**config.mk**
```make
export PLATFORM = sky130hd
export DESIGN_NAME = cmap4_ram
export DESIGN_NICKNAME = d
export VERILOG_FILES = /design/src/assert_macros.svh /design/src/cmap4_ram.sv
export SDC_FILE = /design/constraint.sdc
export NUM_CORES = 2
export LEC_CHECK = 0
export BUFFER_PORTS_ARGS = -buffer_cell sky130_fd_sc_hd__buf_2
export CORE_MARGIN = 3
export CORE_UTILIZATION = 30
export CTS_CLUSTER_DIAMETER = 150
export DETAILED_ROUTE_END_ITERATION = 12
export HOLD_SLACK_MARGIN = 0.15
export PLACE_DENSITY = 0.47
export SLEW_MARGIN = 10
export SYNTH_ARGS = -nofsm -noshare
export SYNTH_HDL_FRONTEND = slang
export SYNTH_SLANG_ARGS = --single-unit
```
**constraint.sdc**
```tcl
create_clock -name i_clk -period 4.9 [get_ports i_clk]
set_input_delay 0.98 -clock i_clk [delete_from_list [all_inputs] [get_ports i_clk]]
set_output_delay 0.98 -clock i_clk [all_outputs]
set_load 0.005 [all_outputs]
```
**src/assert_macros.svh**
```systemverilog
// ----------------------------------------------------------------------------
// assert_macros.svh
// Concurrent assertion macros shared by the RTL, clocked on i_clk and
// disabled while i_rst_n is low.
// ----------------------------------------------------------------------------
`ifndef ASSERT_MACROS_SVH
`define ASSERT_MACROS_SVH

// antecedent holds, consequent holds in the same cycle
`define ASSERT_SAME(label, ante, cons, msg) \
    label: assert property (@(posedge i_clk) disable iff (!i_rst_n) \
        (ante) |-> (cons)) else $error(msg);

// antecedent holds, consequent holds in the next cycle
`define ASSERT_NEXT(label, ante, cons, msg) \
    label: assert property (@(posedge i_clk) disable iff (!i_rst_n) \
        (ante) |=> (cons)) else $error(msg);

`endif

```
**src/cmap4_ram.sv**
```systemverilog
// ----------------------------------------------------------------------------
// cmap4_ram
// Generic simple dual-port RAM, one write and one registered read per cycle.
// ----------------------------------------------------------------------------
module cmap4_ram #(
    parameter  int WIDTH = 16,
    parameter  int DEPTH = 256,
    localparam int AW    = (DEPTH > 1) ? $clog2(DEPTH) : 1
) (
    input  logic             i_clk,
    input  logic             i_we,
    input  logic [AW-1:0]    i_waddr,
    input  logic [WIDTH-1:0] i_wdata,
    input  logic             i_re,
    input  logic [AW-1:0]    i_raddr,
    output logic [WIDTH-1:0] o_rdata
);

    logic [WIDTH-1:0] r_mem [DEPTH];
    logic [WIDTH-1:0] r_rdata;

    always_ff @(posedge i_clk) begin
        if (i_we) begin
            r_mem[i_waddr] <= i_wdata;
        end
        if (i_re) begin
            r_rdata <= r_mem[i_raddr];
        end
    end

    assign o_rdata = r_rdata;

endmodule

```
==> results_dict.tcl <==
set metrics [dict create \
    ant_nets 0 \
    finalSetupViolCount 0 \
    track_usage 0.173 \
    yosysTopAreaCell "edfxtp_1" \
    ctsHoldBuffers 0 \
    cts.sinks 4112 \
    synthFlopType "edfxtp_1" \
    place_inst 14600 \
    place.gp.congestion 0.838 \
    end_kind "flop" \
    period_minus_slack_ns 4.24 \
    cts_resized 0 \
    viasPerCell 5.17 \
    grt_antenna_before_repair 39 \
    period_share 0.865 \
    wl_microns 479000 \
    port_buffers 50 \
    post-route-drc-count 0 \
    synth.net_count 7395 \
    netlist_top_cells_area "edfxtp_1 (78%), mux4_2 (11%), mux2i_1 (3.6%)" \
    cts_buffer_depth 4 \
    seq_area_frac_synth 0.777 \
    syn2layout_area_growth_pct 17.2 \
    synth-async-reset-ratio 0 \
    clock_latency_ns 1.02 \
    fmax_mhz 236 \
    hp-class "primary input to flop" \
    grt_max_degree 132 \
    multi_input_area_sq_um 33300 \
    power_per_cell_area_nw_per_um2 404 \
    seqCellArea_sq_um 123000 \
    ys_warn_count 0 \
    cp_max_fo 27 \
    wl_per_cell_microns 31.0 \
    dp_hpwl_microns 290000 \
    cts_root_buffer "clkbuf_16" \
    fp.dieArea_sq_um 538000 \
    grt_setup_unrepaired "false" \
    coreArea_sq_um 526000 \
    initial_core_util 0.302 \
    start_kind "primary input" \
    post_cts_buffers 0 \
    final_cells 15400 \
    drtIter0Drc 8844 \
    maxCapViolations 0 \
    layout-drive-gt1-share 0.288 \
    cts_tree "built" \
    setup_tns_ns 0 \
    synth_cells 7360 \
    synth_top_cell_area_share 0.777 \
    peakVddDrop_mv 0.369 \
    holdWs_ns 0.410 \
    cts_buffers 436 \
    nFillCells 48400 \
    crit_required_ns 5.61 \
    rows 266 \
    io_pins 51 \
    finClkSkew_ns 0.0806 \
    tightest_slew_ns 1.35 \
    clk_pin_slew_worst_paths_ns 0.06 \
    avgSynthCellArea_sq_um 21.6 \
    synthesis.area_sq_um 159000 \
    drt_pass1_iterations 6 \
    grt_pass1_vias 80200 \
    nets 8123 \
    report.final.slew_viol_count 0 \
    fin_area_sq_um 186000 \
    grt_overflow_total 0 \
    criticalPathCategory "primary input to flop" \
    crit_arrival_ns 4.95 \
    static-leakage-power_nw 58.6 \
    max_slew_margin 0.0959 \
    status "completed" \
    hold_viol_final 0 \
    die_h_microns 734 \
    ys_ff_latch 4112 \
    die_x_microns 734 \
    htree_levels 5 \
    fin_util 0.354 \
    synth_cell_types 51 \
    synth-edff-count 4112 \
    dr_total_vias 79900 \
    place_area_sq_um 172000 \
    grt_pass1_wl_microns 663000 \
]
[cell usage in the layout (no fill, tap or decap), types with 28 or more instances in the layout]
| cell | netlist | layout |
|---|---|---|
| a221oi_1 | 28 | 28 |
| bufinv_16 | 0 | 42 |
| edfxtp_1 | 4112 | 4112 |
| clkbuf_16 | 0 | 442 |
| nor2_2 | 0 | 153 |
| nor3_1 | 92 | 86 |
| clkinv_2 | 0 | 78 |
| mux2_2 | 88 | 88 |
| a22o_1 | 32 | 32 |
| clkinv_1 | 0 | 109 |
| buf_2 | 76 | 29 |
| clkbuf_1 | 230 | 87 |
| a22oi_1 | 43 | 43 |
| nand2_1 | 38 | 37 |
| buf_4 | 26 | 612 |
| o221ai_1 | 252 | 252 |
| a21oi_1 | 175 | 175 |
| buf_12 | 5 | 82 |
| o21ai_0 | 37 | 37 |
| o22ai_1 | 148 | 148 |
| mux2i_1 | 565 | 565 |
| nor2_1 | 304 | 150 |
| mux4_2 | 797 | 797 |
[final timing paths]
kind                                                from                endpoint  slack, ns  depth (start not counted)
worst max-delay path                          i_raddr[1]   o_rdata[14]$_DFFE_PP_       0.66                         10
worst min-delay path                          i_wdata[1]  r_mem[83][1]$_DFFE_PP_       0.41                          1
worst max register to register   r_mem[59][14]$_DFFE_PP_   o_rdata[14]$_DFFE_PP_       1.46                          6
worst min register to register  r_mem[210][12]$_DFFE_PP_   o_rdata[12]$_DFFE_PP_       1.17                          6
[routing by layer]
metal,global-route usage,share of wire,vias up
met1,0.248,0.44,43600
met5,0,0,-
met4,0.0380,0.023,0
li1,-,-,32800
met2,0.282,0.48,2817
met3,0.0244,0.060,566
[registers in the layout, indices dropped and copies added (netlist names)]
register  count
o_rdata      16
r_mem      4096
[power breakdown]
part	total [W]	switching [W]	internal [W]	leakage [nW]
clock	0.0325	0.0137	0.0187	6.82
sequential	0.0388	0.0000388	0.0388	37.0
combinational	0.00394	0.00260	0.00135	14.8
[metrics by stage]
stage | power, W | worst slack [ns]
after floorplan | 0.0415 | 1.67
after global placement | 0.0435 | -0.498
after detailed placement | 0.0436 | -0.511
after CTS | 0.0761 | 0.588
after global routing | 0.0776 | 0.713
final | 0.0753 | 0.660
[area by class of cell]
cell class                 count  area share
antenna                       18    0.000242
clock buffer                 529      0.0612
clock inverter               273      0.0141
inverter                       4    0.000148
multi-input combinational   2792       0.179
sequential                  4112       0.663
tap                         6968      0.0468
timing repair buffer         742      0.0358
[worst max-delay path, stage by stage]
cell and delay, ns:
buf_8 0.37, buf_12 0.27, buf_12 0.25, buf_4 0.35
mux4_2 0.41, mux4_2 0.52, a22o_1 0.33, o32ai_1 0.99
buf_4 0.28, nor4_1 0.07
[cells in the mapped netlist (3+ instances only)]
master / instances
mux2_2: 88
clkbuf_1: 230
o221ai_1: 252
o32ai_1: 20
nor4_1: 17
edfxtp_1: 4112
buf_4: 26
or2_2: 4
nor2b_1: 9
buf_8: 11
a211oi_1: 18
nor2_1: 304
nand2_1: 38
nand2b_1: 3
o21ai_0: 37
o22ai_1: 148
inv_1: 3
a21oi_1: 175
mux2i_1: 565
a221oi_1: 28
nand4b_1: 3
buf_2: 76
buf_12: 5
a22oi_1: 43
nand3_1: 35
a2111oi_0: 6
nor3_1: 92
nand4_1: 26
a31oi_1: 6
buf_6: 77
o31ai_1: 16
a22o_1: 32
mux4_2: 797
buf_1: 27
and3_1: 11
[kinds of logic (layout without fill, tap and decap cells)]
| kind of cell | after synthesis | after routing | share of synthesized area |
|---|---|---|---|
| mux | 1450 | 1450 | 0.155 |
| simple gates | 556 | 556 | 0.0157 |
| compound gates | 786 | 786 | 0.0353 |
| flops | 4112 | 4112 | 0.777 |
| other cells | 0 | 18 | 0 |
| buf+inv | 456 | 1548 | 0.0169 |
No activity file was read; power rests on OpenSTA's default activity.
